### config.mk
export PLATFORM = sky130hd
export DESIGN_NAME = checksummed_frame_receiver_flat
export DESIGN_NICKNAME = d
export VERILOG_FILES = /design/src/hdl/cfr_pkg.sv /design/src/hdl/cfr_if.sv /design/src/hdl/checksummed_frame_receiver.sv /design/src/hdl/cfr_parser.sv /design/src/flat_wrapper.sv
export SDC_FILE = /design/constraint.sdc
export NUM_CORES = 1
export LEC_CHECK = 0
export ABC_AREA = 1
export BUFFER_PORTS_ARGS = -buffer_cell sky130_fd_sc_hd__buf_2
export CAP_MARGIN = 20
export CORE_UTILIZATION = 64
export CTS_BUF_LIST = sky130_fd_sc_hd__clkbuf_4
export DETAILED_ROUTE_END_ITERATION = 8
export GPL_TIMING_DRIVEN = 0
export PLACE_DENSITY = 0.94
export SYNTH_ARGS = -nofsm -noshare
export SYNTH_HDL_FRONTEND = slang
export SYNTH_HIERARCHICAL = 1
export SYNTH_SLANG_ARGS = --single-unit
### constraint.sdc
create_clock -name i_clk -period 9.25 [get_ports i_clk]
set_input_delay 0.4625 -clock i_clk [delete_from_list [all_inputs] [get_ports i_clk]]
set_output_delay 0.4625 -clock i_clk [all_outputs]
set_load 0.02 [all_outputs]
### src/hdl/cfr_pkg.sv
// ----------------------------------------------------------------------------
// Checksummed frame receiver package
// Shared types, codes and constants for the frame receiver.
// ----------------------------------------------------------------------------
package cfr_pkg;

    localparam int unsigned BYTE_W      = 8;
    localparam int unsigned KIND_W      = 2;
    localparam int unsigned CFG_INDEX_W = 2;
    localparam int unsigned CFG_DATA_W  = 8;

    localparam logic [BYTE_W-1:0] PREAMBLE_BYTE = 8'hFA;
    localparam logic [BYTE_W-1:0] BUS_ID_BYTE   = 8'hFF;

    localparam logic [CFG_INDEX_W-1:0] CFG_FILTER_ENABLE   = 2'd0;
    localparam logic [CFG_INDEX_W-1:0] CFG_EXPECTED_ID     = 2'd1;
    localparam logic [CFG_INDEX_W-1:0] CFG_EXPECTED_LENGTH = 2'd2;
    localparam logic [CFG_INDEX_W-1:0] CFG_CHECK_ENABLE    = 2'd3;

    localparam logic [BYTE_W-1:0] RST_EXPECTED_ID     = 8'd54;
    localparam logic [BYTE_W-1:0] RST_EXPECTED_LENGTH = 8'd30;

    typedef enum logic [2:0] {
        PH_HUNT = 3'd0,
        PH_BUS  = 3'd1,
        PH_ID   = 3'd2,
        PH_LEN  = 3'd3,
        PH_DATA = 3'd4,
        PH_SUM  = 3'd5
    } t_phase;

    typedef enum logic [KIND_W-1:0] {
        KIND_PAYLOAD  = 2'd0,
        KIND_END_GOOD = 2'd1,
        KIND_END_BAD  = 2'd2
    } t_kind;

    typedef struct packed {
        logic              filter_enable;
        logic [BYTE_W-1:0] expected_id;
        logic [BYTE_W-1:0] expected_length;
        logic              check_enable;
    } t_cfg;

    typedef struct packed {
        t_kind             kind;
        logic [BYTE_W-1:0] frame_id;
        logic [BYTE_W-1:0] payload_byte;
        logic [BYTE_W-1:0] byte_index;
        logic [BYTE_W-1:0] frame_length;
    } t_result;

endpackage

### src/hdl/cfr_if.sv
// ----------------------------------------------------------------------------
// Frame receiver channel interfaces
// Valid/ready channels for received bytes and for parser results.
// ----------------------------------------------------------------------------
interface cfr_byte_if;
    logic                       valid;
    logic                       ready;
    logic [cfr_pkg::BYTE_W-1:0] rx_byte;

    modport source (output valid, output rx_byte, input ready);
    modport sink   (input valid, input rx_byte, output ready);
endinterface

interface cfr_result_if;
    logic                       valid;
    logic                       ready;
    logic [cfr_pkg::KIND_W-1:0] kind;
    logic [cfr_pkg::BYTE_W-1:0] frame_id;
    logic [cfr_pkg::BYTE_W-1:0] payload_byte;
    logic [cfr_pkg::BYTE_W-1:0] byte_index;
    logic [cfr_pkg::BYTE_W-1:0] frame_length;

    modport source (output valid, output kind, output frame_id, output payload_byte,
                    output byte_index, output frame_length, input ready);
    modport sink   (input valid, input kind, input frame_id, input payload_byte,
                    input byte_index, input frame_length, output ready);
endinterface

### src/hdl/checksummed_frame_receiver.sv
// ----------------------------------------------------------------------------
// Checksummed frame receiver
// Finds preamble/bus id/id/length/payload/checksum frames in a byte stream.
//
//   Channel   Direction  Transaction
//   i_rx      in         one received byte (rx_byte)
//   o_res     out        one payload byte or one frame end result
//   i_cfg_*   in         register write, no handshake
//
// One byte is taken per clock while the output register is free; a byte's result
// appears in the cycle after it is taken. The frame state and running sum update as
// the byte is taken, so the rate is set only by the output register: a byte is taken
// whenever that register is empty or drained in the same cycle. Synchronous reset
// clears the frame state, the output register and the configuration registers.
// ----------------------------------------------------------------------------
module checksummed_frame_receiver (
    input  logic                            i_clk,
    input  logic                            i_rst_n,
    cfr_byte_if.sink                        i_rx,
    cfr_result_if.source                    o_res,
    input  logic                            i_cfg_we,
    input  logic [cfr_pkg::CFG_INDEX_W-1:0] i_cfg_index,
    input  logic [cfr_pkg::CFG_DATA_W-1:0]  i_cfg_data
);

    cfr_pkg::t_cfg    r_cfg;
    logic             r_out_valid, n_out_valid;
    cfr_pkg::t_result r_out;
    logic             accept;
    logic             res_valid;
    cfr_pkg::t_result res;

    assign i_rx.ready = !r_out_valid || o_res.ready;
    assign accept     = i_rx.valid && i_rx.ready;

    cfr_parser u_parser (
        .i_clk       (i_clk),
        .i_rst_n     (i_rst_n),
        .i_accept    (accept),
        .i_byte      (i_rx.rx_byte),
        .i_cfg       (r_cfg),
        .o_res_valid (res_valid),
        .o_res       (res)
    );

    always_ff @(posedge i_clk) begin
        if (!i_rst_n) begin
            r_cfg.filter_enable   <= 1'b0;
            r_cfg.expected_id     <= cfr_pkg::RST_EXPECTED_ID;
            r_cfg.expected_length <= cfr_pkg::RST_EXPECTED_LENGTH;
            r_cfg.check_enable    <= 1'b1;
        end else if (i_cfg_we) begin
            unique case (i_cfg_index)
                cfr_pkg::CFG_FILTER_ENABLE:   r_cfg.filter_enable   <= i_cfg_data[0];
                cfr_pkg::CFG_EXPECTED_ID:     r_cfg.expected_id     <= i_cfg_data;
                cfr_pkg::CFG_EXPECTED_LENGTH: r_cfg.expected_length <= i_cfg_data;
                cfr_pkg::CFG_CHECK_ENABLE:    r_cfg.check_enable    <= i_cfg_data[0];
                default: begin
                end
            endcase
        end
    end

    always_comb begin
        if (accept) begin
            n_out_valid = res_valid;
        end else begin
            n_out_valid = r_out_valid && !o_res.ready;
        end
    end

    always_ff @(posedge i_clk) begin
        if (!i_rst_n) begin
            r_out_valid <= 1'b0;
        end else begin
            r_out_valid <= n_out_valid;
        end
    end

    always_ff @(posedge i_clk) begin
        if (accept && res_valid) begin
            r_out <= res;
        end
    end

    assign o_res.valid        = r_out_valid;
    assign o_res.kind         = r_out.kind;
    assign o_res.frame_id     = r_out.frame_id;
    assign o_res.payload_byte = r_out.payload_byte;
    assign o_res.byte_index   = r_out.byte_index;
    assign o_res.frame_length = r_out.frame_length;

endmodule

### src/hdl/cfr_parser.sv
// ----------------------------------------------------------------------------
// Frame parser
// Byte-wide frame state machine with running checksum; one byte per accept.
// ----------------------------------------------------------------------------
module cfr_parser (
    input  logic                       i_clk,
    input  logic                       i_rst_n,
    input  logic                       i_accept,
    input  logic [cfr_pkg::BYTE_W-1:0] i_byte,
    input  cfr_pkg::t_cfg              i_cfg,
    output logic                       o_res_valid,
    output cfr_pkg::t_result           o_res
);

    cfr_pkg::t_phase             r_phase, n_phase;
    logic [cfr_pkg::BYTE_W-1:0]  r_id, n_id;
    logic [cfr_pkg::BYTE_W-1:0]  r_len, n_len;
    logic [cfr_pkg::BYTE_W-1:0]  r_count, n_count;
    logic [cfr_pkg::BYTE_W-1:0]  r_sum, n_sum;
    logic [cfr_pkg::BYTE_W-1:0]  sum_plus;
    logic [cfr_pkg::BYTE_W-1:0]  count_plus;
    logic                        id_reject;
    logic                        len_reject;
    cfr_pkg::t_phase             drop_phase;

    assign sum_plus   = r_sum + i_byte;
    assign count_plus = r_count + 8'd1;
    assign id_reject  = i_cfg.filter_enable && (i_byte != i_cfg.expected_id);
    assign len_reject = i_cfg.filter_enable && (i_byte != i_cfg.expected_length);
    assign drop_phase = (i_byte == cfr_pkg::PREAMBLE_BYTE) ? cfr_pkg::PH_BUS
                                                            : cfr_pkg::PH_HUNT;

    always_comb begin
        n_phase = r_phase;
        if (i_accept) begin
            unique case (r_phase)
                cfr_pkg::PH_HUNT: n_phase = drop_phase;
                cfr_pkg::PH_BUS: begin
                    n_phase = (i_byte == cfr_pkg::BUS_ID_BYTE) ? cfr_pkg::PH_ID : drop_phase;
                end
                cfr_pkg::PH_ID: n_phase = id_reject ? drop_phase : cfr_pkg::PH_LEN;
                cfr_pkg::PH_LEN: begin
                    if (len_reject) begin
                        n_phase = drop_phase;
                    end else if (i_byte == '0) begin
                        n_phase = cfr_pkg::PH_SUM;
                    end else begin
                        n_phase = cfr_pkg::PH_DATA;
                    end
                end
                cfr_pkg::PH_DATA: begin
                    n_phase = (count_plus == r_len) ? cfr_pkg::PH_SUM : cfr_pkg::PH_DATA;
                end
                cfr_pkg::PH_SUM: n_phase = cfr_pkg::PH_HUNT;
                default: n_phase = drop_phase;
            endcase
        end
    end

    always_comb begin
        n_id                = r_id;
        n_len               = r_len;
        n_count             = r_count;
        n_sum               = r_sum;
        o_res_valid         = 1'b0;
        o_res.kind          = cfr_pkg::KIND_PAYLOAD;
        o_res.frame_id      = r_id;
        o_res.payload_byte  = '0;
        o_res.byte_index    = '0;
        o_res.frame_length  = r_len;
        if (i_accept) begin
            unique case (r_phase)
                cfr_pkg::PH_BUS: begin
                    if (i_byte == cfr_pkg::BUS_ID_BYTE) begin
                        n_sum = cfr_pkg::BUS_ID_BYTE;
                    end
                end
                cfr_pkg::PH_ID: begin
                    if (!id_reject) begin
                        n_id  = i_byte;
                        n_sum = sum_plus;
                    end
                end
                cfr_pkg::PH_LEN: begin
                    if (!len_reject) begin
                        n_len   = i_byte;
                        n_sum   = sum_plus;
                        n_count = '0;
                    end
                end
                cfr_pkg::PH_DATA: begin
                    o_res_valid        = 1'b1;
                    o_res.payload_byte = i_byte;
                    o_res.byte_index   = r_count;
                    n_sum              = sum_plus;
                    n_count            = count_plus;
                end
                cfr_pkg::PH_SUM: begin
                    o_res_valid = 1'b1;
                    n_sum       = sum_plus;
                    o_res.kind  = ((sum_plus == '0) || !i_cfg.check_enable)
                                  ? cfr_pkg::KIND_END_GOOD : cfr_pkg::KIND_END_BAD;
                end
                default: begin
                end
            endcase
        end
    end

    always_ff @(posedge i_clk) begin
        if (!i_rst_n) begin
            r_phase <= cfr_pkg::PH_HUNT;
            r_id    <= '0;
            r_len   <= '0;
            r_count <= '0;
            r_sum   <= '0;
        end else begin
            r_phase <= n_phase;
            r_id    <= n_id;
            r_len   <= n_len;
            r_count <= n_count;
            r_sum   <= n_sum;
        end
    end

endmodule

### src/flat_wrapper.sv
// flat-port wrapper written by rule: the top's interface ports become plain ports
module checksummed_frame_receiver_flat 
  (i_clk, i_rst_n, i_cfg_we, i_cfg_index, i_cfg_data, i_rx_valid, i_rx_rx_byte, i_rx_ready, o_res_valid, o_res_kind, o_res_frame_id, o_res_payload_byte, o_res_byte_index, o_res_frame_length, o_res_ready);
  cfr_byte_if i_rx_i ();
  cfr_result_if o_res_i ();
  input  logic i_clk;
  input  logic i_rst_n;
  input  logic i_cfg_we;
  input  logic [cfr_pkg::CFG_INDEX_W-1:0] i_cfg_index;
  input  logic [cfr_pkg::CFG_DATA_W-1:0] i_cfg_data;
  input wire logic [$bits(i_rx_i.valid)-1:0] i_rx_valid;
  input wire logic [$bits(i_rx_i.rx_byte)-1:0] i_rx_rx_byte;
  output wire logic [$bits(i_rx_i.ready)-1:0] i_rx_ready;
  output wire logic [$bits(o_res_i.valid)-1:0] o_res_valid;
  output wire logic [$bits(o_res_i.kind)-1:0] o_res_kind;
  output wire logic [$bits(o_res_i.frame_id)-1:0] o_res_frame_id;
  output wire logic [$bits(o_res_i.payload_byte)-1:0] o_res_payload_byte;
  output wire logic [$bits(o_res_i.byte_index)-1:0] o_res_byte_index;
  output wire logic [$bits(o_res_i.frame_length)-1:0] o_res_frame_length;
  input wire logic [$bits(o_res_i.ready)-1:0] o_res_ready;
  assign i_rx_i.valid = i_rx_valid;
  assign i_rx_i.rx_byte = i_rx_rx_byte;
  assign i_rx_ready = i_rx_i.ready;
  assign o_res_valid = o_res_i.valid;
  assign o_res_kind = o_res_i.kind;
  assign o_res_frame_id = o_res_i.frame_id;
  assign o_res_payload_byte = o_res_i.payload_byte;
  assign o_res_byte_index = o_res_i.byte_index;
  assign o_res_frame_length = o_res_i.frame_length;
  assign o_res_i.ready = o_res_ready;
  checksummed_frame_receiver u_core (.i_clk(i_clk), .i_rst_n(i_rst_n), .i_rx(i_rx_i), .o_res(o_res_i), .i_cfg_we(i_cfg_we), .i_cfg_index(i_cfg_index), .i_cfg_data(i_cfg_data));
endmodule
==> results of run 1 <==
stage by stage:
| step | setup WS (ns) | hold slack (ns) | std cells |
|---|---|---|---|
| 6_report | 6.557 | 0.2703 | 667 |
| 5_1_grt | 6.343 | 0.2600 | 667 |
| 4_1_cts | 6.571 | 0.2570 | 667 |
| 3_5_place_dp | 6.323 | 0.4180 | 651 |
| 3_3_place_gp | 4.216 | 0.4161 | 649 |
| 2_1_floorplan | 4.957 | 0.4082 | 517 |
cell usage in the layout (no fill, tap or decap), drive strengths merged:
master	count
nand2	108
buf	73
inv	68
nor2	66
dfxtp	54
a21oi	41
nand3	41
edfxtp	34
o21ai	28
xnor2	17
nand4	15
clkbuf	14
ha	8
nor3	5
xor2	4
clkinv	4
bufinv	2
nor4	2
a22oi	2
a21o	1
o211ai	1
a21boi	1
fa	1
final timing paths:
path	start	to	slack (ns)	depth (start not counted)
max	u_core/o_res.valid$_SDFF_PN0_	u_core/o_res.payload_byte[3]$_DFFE_PP_	6.56	9
min	i_cfg_data[6]	u_core/r_cfg[7]$_SDFFE_PN0P_	0.27	3
max reg2reg	u_core/o_res.valid$_SDFF_PN0_	u_core/o_res.payload_byte[3]$_DFFE_PP_	6.56	9
min reg2reg	u_core/u_parser/r_id[4]$_SDFFE_PN0P_	u_core/o_res.frame_id[4]$_DFFE_PP_	0.45	0
power by group through the flow:
| stage | logic [uW] | clock network (uW) | registers [uW] |
|---|---|---|---|
| 2_1_floorplan | 35.4 | 0 | 414 |
| 5_1_grt | 57.4 | 260 | 407 |
| 6_report | 53.0 | 238 | 406 |
| 3_3_place_gp | 48.9 | 0 | 415 |
| 4_1_cts | 51.6 | 241 | 406 |
| 3_5_place_dp | 50.7 | 0 | 415 |
cell usage after synthesis (all sizes together):
master,n
a21boi,1
a21o,1
a21oi,41
a22oi,2
buf,16
clkbuf,5
dfxtp,54
edfxtp,34
fa,1
ha,8
inv,67
nand2,108
nand3,41
nand4,15
nor2,66
nor3,5
nor4,2
o211ai,1
o21ai,28
xnor2,17
xor2,4
critical path: stages (launching register included):
cell     delay, ns
dfxtp_1       0.33
nand2_1       0.10
inv_1         0.07
nor2_1        0.47
inv_1         0.22
nor2_1        0.19
inv_1         0.08
nor3_2        0.49
buf_6         0.25
buf_6         0.20
cell type report:
class / count / area (um^2) / area share, %
inverters: 67 / 259.0 / 5.336
multi-input cells: 341 / 1770 / 36.48
clock buffers: 9 / 67.56 / 1.392
clock inverters: 7 / 95.09 / 1.959
flip-flops and latches: 88 / 2102 / 43.31
repair buffers: 57 / 297.8 / 6.136
plain buffers: 21 / 165.2 / 3.403
well taps: 77 / 96.34 / 1.985
routing by layer:
layer	track usage (%)	share of wire, %	vias up
li1	-	-	1822
met1	34.89	40	1716
met2	49.63	49	185
met3	6.034	7.8	37
met4	11.76	3.2	0
met5	0	0	-
cell families (layout without fill, tap and decap cells):
kind of cell	count (synthesis)	in the layout	synth area share [%]
xor+xnor	21	21	4.286
flops	88	88	48.98
compound gates	74	74	9.009
simple gates	237	237	25.04
fa+ha+maj	9	9	2.799
buf+inv	88	161	9.883
==> summary.md, run 1 <==
| Metric | Value |
|---|---|
| Status | `complete, but fails checks` |
| Failing checks | `design-rule violations` |
| Peak supply drop | `0.00009351 V` |
| Hold_buf cts | `0` |
| TritonCTS clock tree | `built` |
| Initial antenna violation count | `0` |
| CP max FO | `15` |
| Fill count | `460` |
| Mapped Nets | `549` |
| FF+latch count, synth | `88` |
| Port Buffers | `55` |
| Initial core utilization | `66.82%` |
| Final hold vios | `0` |
| Critical setup path kind | `register to register` |
| First-pass GRT wire length | `15900 um` |
| Min Clock Period, post-route | `2.693 ns` |
| Pin count of the biggest net entering global routing | `16` |
| Total CTS buffers | `9` |
| Top cells by area, synth | `dfxtp_1 25%, edfxtp_1 24%, nand2_1 9.2%, nor2_1 5.4%, inv_1 5.3%` |
| Distinct cells, synth | `35` |
| Cells after Synth | `517` |
| Initial DRC Count | `354` |
| Critical Path End Type | `register` |
| Min-delay worst type | `input pin to register` |
| Vias per inst | `5.637` |
| Register share of total power | `58.3%` |
| IO Pins | `59` |
| Cell taking the most area after synthesis | `dfxtp_1` |
| Total internal power | `533.8 uW` |
| Postcts setup bufs | `0` |
| CP startpoint kind | `register` |
| Net Sw Frac | `23.40%` |
| Register area share after synthesis | `48.98%` |
| Row cnt | `29` |
| Avg Cell Area, Syn | `8.301 um^2` |
| Measured slew at the worst slew-check pin | `0.6029 ns` |
| # Max-Cap Violations | `0` |
| Setup Viol. Count Final | `0` |
| H-tree depth | `3` |
| Max-slew violations | `0` |
| DRT Pass-1 Iters | `8` |
| Pwr dens | `143.6 nW/um^2` |
| Worst Skew | `0.01630 ns` |
| Final Cycle Share | `29.11%` |
| Post-synthesis cell area | `4292 um^2` |
| Fmax achieved | `0.3713 GHz` |
| Post-cts resize count | `0` |
| Placer Congestion | `0.8998` |
| Max reg flops | `18` |
| Layout cell share with drive strength beyond 1 | `18.64%` |
| Worst EP required | `9.40 ns` |
| Arrival @ worst endpoint | `2.84 ns` |
| Total track usage | `28.73%` |
| Lkg Pwr | `0.002151 uW` |
| Core ar. | `6422 um^2` |
| Final Util | `75.57%` |
| CTS sink cnt | `88` |
| DP Wirelength | `6756 um` |
| DP Area | `4691 um^2` |
| CTS Buffer Depth | `2` |
| RSZ-0062 raised after global routing | `no` |
| DR DRC count | `12` |
| Post-Route Setup TNS | `0 ns` |
| GR Overflow Total | `0` |
| Total Power | `696.9 uW` |
| CTS root buf | `clkbuf_4` |
| Nets | `617` |
| Design Area, Final | `4853 um^2` |
| Antenna-violating nets left | `0` |
| Slew HR | `59.66%` |
| Most flop-heavy register | `u_core/r_cfg` |
| Detailed Route WL | `9445 um` |
| Sw power | `163.1 uW` |
| Clock slew at reported path FFs | `0.13 ns` |
| Clock power share | `34.1%` |
| Die ar. | `7038 um^2` |
| Area Growth Syn to Fin | `13.09%` |
| Logic pwr share | `7.6%` |
| Syn. warnings | `6` |
| Die X | `83.89 um` |
| Share of the synthesized area in the top cell type | `25.19%` |
| Die height | `83.89 um` |
| Ant diodes | `0` |
| Wire per inst | `14.16 um` |
| Clock latency on the worst-skew pair | `0.43 ns` |
| Via count | `3760` |
| Vias in the first global route | `3549` |
No activity file was read; power rests on OpenSTA's default activity.
==> run 2: changes to the inputs <==
--- a/config.mk
+++ b/config.mk
@@ -8,11 +8,11 @@
 export ABC_AREA = 1
 export BUFFER_PORTS_ARGS = -buffer_cell sky130_fd_sc_hd__buf_2
 export CAP_MARGIN = 20
-export CORE_UTILIZATION = 64
+export CORE_UTILIZATION = 59
 export CTS_BUF_LIST = sky130_fd_sc_hd__clkbuf_4
 export DETAILED_ROUTE_END_ITERATION = 8
 export GPL_TIMING_DRIVEN = 0
-export PLACE_DENSITY = 0.94
+export PLACE_DENSITY = 0.88
 export SYNTH_ARGS = -nofsm -noshare
 export SYNTH_HDL_FRONTEND = slang
 export SYNTH_HIERARCHICAL = 1
==> constraint.sdc (replaced) <==
create_clock -name i_clk -period 2.7 [get_ports i_clk]
set_input_delay 0.135 -clock i_clk [delete_from_list [all_inputs] [get_ports i_clk]]
set_output_delay 0.135 -clock i_clk [all_outputs]
set_load 0.02 [all_outputs]
==> run 2 against run 1 <==
  * The flow now finishes without violations
  * Clock-buffer cell count unchanged
  * Utilization shrank 3.5 points
  * Wire length down 0.18%
  * Die area rose by 8.3%
  * Highest routed layer unchanged
==> summary.md, run 2 (synthesized netlist as in run 1, its figures left out) <==
| Metric | Value |
|---|---|
| Fill count | `552 (+20%)` |
| Wire per inst | `13.53 um (-4.5%)` |
| PnR worst setup slack | `0.3820 ns (-6.175 ns)` |
| Port Buffers | `55 (unchanged)` |
| Critical setup path kind | `register to register` |
| Setup Viol. Count Final | `0 (unchanged)` |
| Die ar. | `7619 um^2 (+8.3%)` |
| Hold path depth | `3 (unchanged)` |
| Detailed Route WL | `9428 um (-0.18%)` |
| IO Pins | `59 (unchanged)` |
| Critical Path End Type | `register` |
| # Max-Cap Violations | `0 (unchanged)` |
| Pwr dens | `457.1 nW/um^2 (+220%)` |
| Reg-to-reg endpoint | `u_core/o_res.payload_byte[5]$_DFFE_PP_` |
| Clock latency on the worst-skew pair | `0.42 ns (about the same)` |
| Status | `complete, no violations` |
| Most frequent cells in the layout | `105 x nand2_1, 62 x nor2_1, 61 x inv_1` |
| Vias in the first global route | `3375 (-4.9%)` |
| Min-delay worst type | `input pin to register` |
| Ant diodes | `0 (unchanged)` |
| CP startpoint kind | `register` |
| Dpl cells | `669 (+2.8%)` |
| H-tree depth | `3 (unchanged)` |
| DRT Pass-1 Iters | `5 (-3)` |
| Final hold vios | `0 (unchanged)` |
| Layout cell share with drive strength beyond 1 | `18.47% (-0.17 points)` |
| Lkg Pwr | `0.002190 uW (+1.8%)` |
| Final Instance Count excl. Fillers | `697 (+4.5%)` |
| Measured slew at the worst slew-check pin | `0.5826 ns (-0.02035 ns)` |
| GR Overflow Total | `0 (unchanged)` |
| DP Wirelength | `6809 um (+0.78%)` |
| CTS sink cnt | `88 (unchanged)` |
| Place WS | `0.1523 ns (-6.171 ns)` |
| Max-slew violations | `0 (unchanged)` |
| DR DRC count | `0 (-12)` |
| CTS Buffer Depth | `2 (unchanged)` |
| Via count | `3717 (-1.1%)` |
| Post-cts resize count | `0 (unchanged)` |
| CTS root buf | `clkbuf_4` |
| Peak supply drop | `0.0002582 V (+180%)` |
| Fmax achieved | `0.4314 GHz (+16%)` |
| Most flop-heavy register | `u_core/r_cfg` |
| Placer Congestion | `0.8905 (-1.0%)` |
| Row cnt | `30 (+3.4%)` |
| Clock slew at reported path FFs | `0.13 ns (about the same)` |
| Commonest non-fill, non-tap cell in the layout | `nand2_1` |
| Max reg flops | `18 (unchanged)` |
| TritonCTS clock tree | `built` |
| Die height | `87.29 um (+4.0%)` |
| Slew HR | `61.02% (+1.4 points)` |
| Worst EP required | `2.85 ns (-6.55 ns)` |
| CP max FO | `24 (+9)` |
| Total track usage | `26.20% (-2.5 points)` |
| Antenna-violating nets left | `0 (unchanged)` |
| Die X | `87.29 um (+4.0%)` |
| Vias per inst | `5.333 (-5.4%)` |
| Worst Skew | `0.01208 ns (-0.004215 ns)` |
| Pin count of the biggest net entering global routing | `25 (+9)` |
| RR Startpoint | `u_core/o_res.valid$_SDFF_PN0_` |
| Worst Reg2Reg Path Length in Cells | `9 (unchanged)` |
| Area Growth Syn to Fin | `16.01%` |
| Initial DRC Count | `264 (-25%)` |
| Initial core utilization | `62.14% (-4.7 points)` |
| Core ar. | `6907 um^2 (+7.5%)` |
| Final Cycle Share | `85.85% (+57 points)` |
| R2R Setup Slk | `0.38 ns (-6.17 ns)` |
| Nets | `628 (+1.8%)` |
| RSZ-0062 raised after global routing | `no` |
| Arrival @ worst endpoint | `2.46 ns (-0.38 ns)` |
| Min Clock Period, post-route | `2.318 ns (-0.3751 ns)` |
| First-pass GRT wire length | `15220 um (-4.3%)` |
| Total CTS buffers | `9 (unchanged)` |
| Initial antenna violation count | `0 (unchanged)` |
| Hold_sp | `i_cfg_index[0]` |
| Worst Hold End | `u_core/r_cfg[13]$_SDFFE_PN1P_` |
==> run 2: cell count changes in the layout (fill, tap and decap cells not counted), moves of 2 or more <==
cell,delta
clkinv_1,+2
buf_6,-2
buf_4,+3
dlygate4sd3_1,+8
==> run 2: power breakdown <==
group | switching [uW] | internal, uW
logic | 113 | 77.2
registers | 10.9 | 1380
clock network | 420 | 273
total | 544 | 1730
==> run 2: per-layer routing <==
layer	vias to the layer above	track usage [%]	wire (um)
met5	-	0	0
met4	0	11.92	218
met3	27	4.265	670
met2	152	44.67	4555
met1	1696	32.55	3983
li1	1842	-	-
==> run 2: worst max-delay path by stage <==
stage                                              from                                endpoint  slack, ns
after global placement    u_core/o_res.valid$_SDFF_PN0_  u_core/o_res.payload_byte[5]$_DFFE_PP_      -0.25
after floorplan           u_core/o_res.valid$_SDFF_PN0_    u_core/o_res.byte_index[0]$_DFFE_PP_       0.02
final                     u_core/o_res.valid$_SDFF_PN0_  u_core/o_res.payload_byte[5]$_DFFE_PP_       0.38
after global routing      u_core/o_res.valid$_SDFF_PN0_      u_core/o_res.frame_id[0]$_DFFE_PP_       0.21
after detailed placement  u_core/o_res.valid$_SDFF_PN0_  u_core/o_res.payload_byte[0]$_DFFE_PP_       0.15
after CTS                 u_core/o_res.valid$_SDFF_PN0_  u_core/o_res.payload_byte[1]$_DFFE_PP_       0.12
==> run 2: stage by stage <==
stage	power [uW]	setup TNS, ns	util (%)	cell area, um^2	hold slack (ns)
final	2276	0	72.08	4979	0.01581
after global routing	2378	0	72.08	4979	0.0006505
after CTS	2283	0	71.32	4926	0.002967
after detailed placement	1598	0	68.42	4726	0.3984
after global placement	1590	-8.417	68.03	4698	0.3845
after floorplan	1541	0	-	4303	0.2699
==> run 2: repair_timing <==
item / CTS / global route
endpoints found under the hold margin: 12 / 1
buffers inserted: 0 / 4
hold buffers: 7 / 1
setup endpoints to repair: 0 / 24
==> run 2: cell type report <==
type	instances	area [um^2]	share of cell area, %
flip-flops and latches	88	2102	42.22
repair buffers	68	425.4	8.545
well taps	96	120.1	2.413
multi-input cells	341	1777	35.69
plain buffers	21	165.2	3.317
clock inverters	7	62.56	1.257
inverters	67	259.0	5.202
clock buffers	9	67.56	1.357
==> run 2: critical path: stages, from the launching register on <==
cell     delay [ns]
dfxtp_1        0.33
nand2_1        0.09
inv_1          0.08
nor2_1         0.46
inv_1          0.22
nor2_1         0.21
inv_1          0.11
nor3_4         0.21
buf_12         0.16
buf_16         0.16
==> run 3: changes to the inputs <==
--- a/config.mk
+++ b/config.mk
@@ -15,5 +15,4 @@
 export PLACE_DENSITY = 0.88
 export SYNTH_ARGS = -nofsm -noshare
 export SYNTH_HDL_FRONTEND = slang
-export SYNTH_HIERARCHICAL = 1
 export SYNTH_SLANG_ARGS = --single-unit
==> run 3 against run 2 <==
  * Via count shrank 1.8%
  * Clock power is 6.8% lower
  * Global-route usage up 0.76 points
  * Hold slack improved by 0.0037 ns
  * Largest cell class unchanged
==> summary.md, run 3 <==
| Metric | Value |
|---|---|
| Status | `complete, no violations` |
| Crit-path max cell delay | `0.53 ns (+0.07 ns)` |
| Post-synthesis cell area | `4165 um^2 (-2.9%)` |
| Placer Congestion | `0.9377 (+5.3%)` |
| Nets | `620 (-1.3%)` |
| Top FF cell, synth | `dfxtp_1` |
| Post-Route Setup TNS | `0 ns (unchanged)` |
| Total internal power | `1633 uW (-5.7%)` |
| Measured slew at the worst slew-check pin | `0.5478 ns (-0.03475 ns)` |
| Min-delay worst type | `input pin to register` |
| Most flop-heavy register | `u_core.r_cfg` |
| Place WS | `0.3358 ns (+0.1834 ns)` |
| Cells after Synth | `508 (-1.7%)` |
| Register share of total power | `63.2% (+2.0 points)` |
| Slew HR | `63.28% (+2.3 points)` |
| Synth cell count leaders | `114 x nand2_1, 59 x inv_1, 54 x dfxtp_1, 52 x nor2_1, 41 x a21oi_1` |
| Total track usage | `26.96% (+0.76 points)` |
| Antenna-violating nets left | `0 (unchanged)` |
| CTS Buffer Depth | `2 (unchanged)` |
| Setup Viol. Count Final | `0 (unchanged)` |
| Post-synth EDFFs | `34 (unchanged)` |
| Critical setup path kind | `input pin to register` |
| RR Startpoint | `u_core.o_res.valid$_SDFF_PN0_` |
| Die height | `86.02 um (-1.4%)` |
| Fill count | `514 (-6.9%)` |
| Share of the synthesized area in the top cell type | `25.95% (+0.76 points)` |
| Wire per inst | `13.24 um (-2.2%)` |
| CP max FO | `26 (+8.3%)` |
| Worst path slowest cell | `dlygate4sd3_1` |
| TritonCTS clock tree | `built` |
| Commonest non-fill, non-tap cell in the layout | `nand2_1` |
| Max reg flops | `18 (unchanged)` |
| Cell taking the most area after synthesis | `dfxtp_1` |
| Area Growth Syn to Fin | `15.89% (about the same)` |
| Initial core utilization | `61.31% (-0.83 points)` |
| Avg Cell Area, Syn | `8.199 um^2 (-1.2%)` |
| Worst Skew | `0.01032 ns (-0.001757 ns)` |
| Worst Hold End | `u_core.r_cfg[1]$_SDFFE_PN0P_` |
| DR DRC count | `0 (unchanged)` |
| Pin count of the biggest net entering global routing | `27 (+8.0%)` |
| Worst EP required | `2.92 ns (+0.07 ns)` |
| Dpl cells | `661 (-1.2%)` |
| Design Area, Final | `4827 um^2 (-3.0%)` |
| Vias in the first global route | `3519 (+4.3%)` |
| Logic pwr share | `7.5% (-0.9 points)` |
| CTS sink cnt | `88 (unchanged)` |
| Worst hold slack | `0.01954 ns (+0.003734 ns)` |
| Register area share after synthesis | `50.47% (+1.5 points)` |
| First-pass GRT wire length | `15320 um (+0.68%)` |
| # Max-Cap Violations | `0 (unchanged)` |
| Most frequent cells in the layout | `114 x nand2_1, 62 x buf_2, 59 x inv_1` |
| Distinct cells, synth | `38 (+8.6%)` |
| Clock slew at reported path FFs | `0.14 ns (about the same)` |
| RSZ-0062 raised after global routing | `no` |
| Via count | `3650 (-1.8%)` |
| Hold_sp | `i_cfg_data[0]` |
| Peak supply drop | `0.0003132 V (+21%)` |
| Detailed Route WL | `9119 um (-3.3%)` |
| DRT Pass-1 Iters | `6 (+1)` |
| GR Overflow Total | `0 (unchanged)` |
| Post-synth ARST share | `0% (unchanged)` |
| DP Wirelength | `6662 um (-2.2%)` |
| Final Instance Count excl. Fillers | `689 (-1.1%)` |
| Sw power | `570.3 uW (+4.9%)` |
| Mapped Nets | `540 (-1.6%)` |
| Row cnt | `30 (unchanged)` |
| Top cells by area, synth | `dfxtp_1 26%, edfxtp_1 25%, nand2_1 10%, inv_1 5.3%, a21oi_1 4.9%` |
| Worst Reg2Reg Path Length in Cells | `8 (-1)` |
| Arrival @ worst endpoint | `2.63 ns (+0.17 ns)` |
| CTS root buf | `clkbuf_4` |
| Net Sw Frac | `25.88% (+2.0 points)` |
| Clock latency on the worst-skew pair | `0.45 ns (+0.03 ns)` |
| Syn. warnings | `0 (-6)` |
| DP Area | `4593 um^2 (-2.8%)` |
| FF+latch count, synth | `88 (unchanged)` |
| Lkg Pwr | `0.002110 uW (-3.6%)` |
| H-tree depth | `3 (unchanged)` |
| Cells along the critical path | `dlygate4sd3_1 > buf_2 > inv_1 > nand2_1 > nand2_1 > inv_1 > nand2_1 > buf_2 > buf_2 > nand2_1 > buf_16` |
| Max-slew violations | `0 (unchanged)` |
| Hold path depth | `3 (unchanged)` |
| Ant diodes | `0 (unchanged)` |
| Critical Path End Type | `register` |
| Min Clock Period, post-route | `2.416 ns (+0.09768 ns)` |
| Die X | `86.02 um (-1.4%)` |
| Reg-to-reg endpoint | `u_core.o_res.payload_byte[2]$_SDFFCE_PN0P_` |
| Cell with the most instances after synthesis | `nand2_1` |
| Final Cycle Share | `89.47% (+3.6 points)` |
| Die ar. | `7399 um^2 (-2.9%)` |
| Clock power share | `29.3% (-1.2 points)` |
| Core ar. | `6794 um^2 (-1.6%)` |
| PnR worst setup slack | `0.2843 ns (-0.09768 ns)` |
| Pwr dens | `456.5 nW/um^2 (-0.15%)` |
| Total CTS buffers | `9 (unchanged)` |
| Final hold vios | `0 (unchanged)` |
| Port Buffers | `56 (+1.8%)` |
| CP dominant cell by count | `nand2_1` |
| Number of buffers and inverters on the critical path | `7 (+2)` |
| Vias per inst | `5.298 (-0.66%)` |
| Layout cell share with drive strength beyond 1 | `16.36% (-2.1 points)` |
| R2R Setup Slk | `0.30 ns (-0.08 ns)` |
| CP startpoint kind | `input pin` |
| Fmax achieved | `0.4140 GHz (-4.0%)` |
| Initial antenna violation count | `0 (unchanged)` |
| IO Pins | `59 (unchanged)` |
| CP delay by family, top | `buffers and inverters` |
| Initial DRC Count | `231 (-13%)` |
==> run 3: kinds of logic after synthesis <==
family                   count (synthesis)  synth area share, %
XOR/XNOR                                17                3.575
AND/OR/NAND/NOR                        233                25.08
buffers and inverters                   80                7.570
AO/OA/AOI/OAI                           81                10.42
flip-flops                              88                50.47
adder cells (fa/ha/maj)                  9                2.884
==> run 3: how the worst max path moves through the flow <==
stage               cells past startpoint                          start                                         end  slack, ns
finish                                 11                    o_res_ready  u_core.o_res.payload_byte[2]$_SDFFCE_PN0P_       0.28
global placement                        7  u_core.o_res.valid$_SDFF_PN0_  u_core.o_res.payload_byte[5]$_SDFFCE_PN0P_      -0.08
CTS                                    11                    o_res_ready  u_core.o_res.payload_byte[2]$_SDFFCE_PN0P_       0.29
floorplan                               7  u_core.o_res.valid$_SDFF_PN0_    u_core.o_res.byte_index[0]$_SDFFCE_PN0P_       0.17
detailed placement                      8  u_core.o_res.valid$_SDFF_PN0_  u_core.o_res.payload_byte[2]$_SDFFCE_PN0P_       0.34
global route                           11                    o_res_ready    u_core.o_res.byte_index[0]$_SDFFCE_PN0P_       0.12
==> run 3: power by group through the flow <==
stage               combinational (uW)  clock [uW]  sequential, uW
CTS                                162         647            1390
global placement                   145           0            1420
detailed placement                 149           0            1420
global route                       184         700            1390
finish                             166         646            1390
floorplan                         96.3           0            1420
==> run 3: final cells by class <==
| cell class | count | area (um^2) | share of cell area, % |
|---|---|---|---|
| Buffer | 14 | 65.06 | 1.348 |
| Clock buffer | 9 | 67.56 | 1.400 |
| Multi-Input combinational cell | 340 | 1748 | 36.21 |
| Timing Repair Buffer | 69 | 427.9 | 8.865 |
| Clock inverter | 7 | 46.29 | 0.9590 |
| Tap cell | 96 | 120.1 | 2.488 |
| Sequential cell | 88 | 2102 | 43.55 |
| Inverter | 66 | 250.2 | 5.184 |
==> run 3: routing by layer <==
layer  up-vias  share of wire [%]  GRT usage (%)
li1       1827                  -              -
met1      1646                 42          31.71
met2       150                 48          45.96
met3        27                6.2          4.620
met4         0                3.2          16.52
met5         -                  0              0
==> run 3: worst register-to-register path, cell delays in order (launching register included) <==
cell and delay [ns]:
dfxtp_1 0.35, nand2_1 0.08, nand2_1 0.22, inv_1 0.19
nand2_1 0.12, buf_2 0.23, buf_2 0.28, nand2_1 0.38
buf_16 0.31
==> run 3: per-stage QoR <==
| step | utilization (%) | power (uW) |
|---|---|---|
| finish | 71.05 | 2203 |
| global route | 71.05 | 2277 |
| global placement | 67.20 | 1565 |
| floorplan | - | 1515 |
| detailed placement | 67.61 | 1570 |
| CTS | 71.05 | 2201 |
==> run 3: what timing repair did <==
action,in CTS,in global routing
hold buffers,12,0
endpoints found under the hold margin,16,0
buffers inserted,0,0
gates resized for setup,0,0
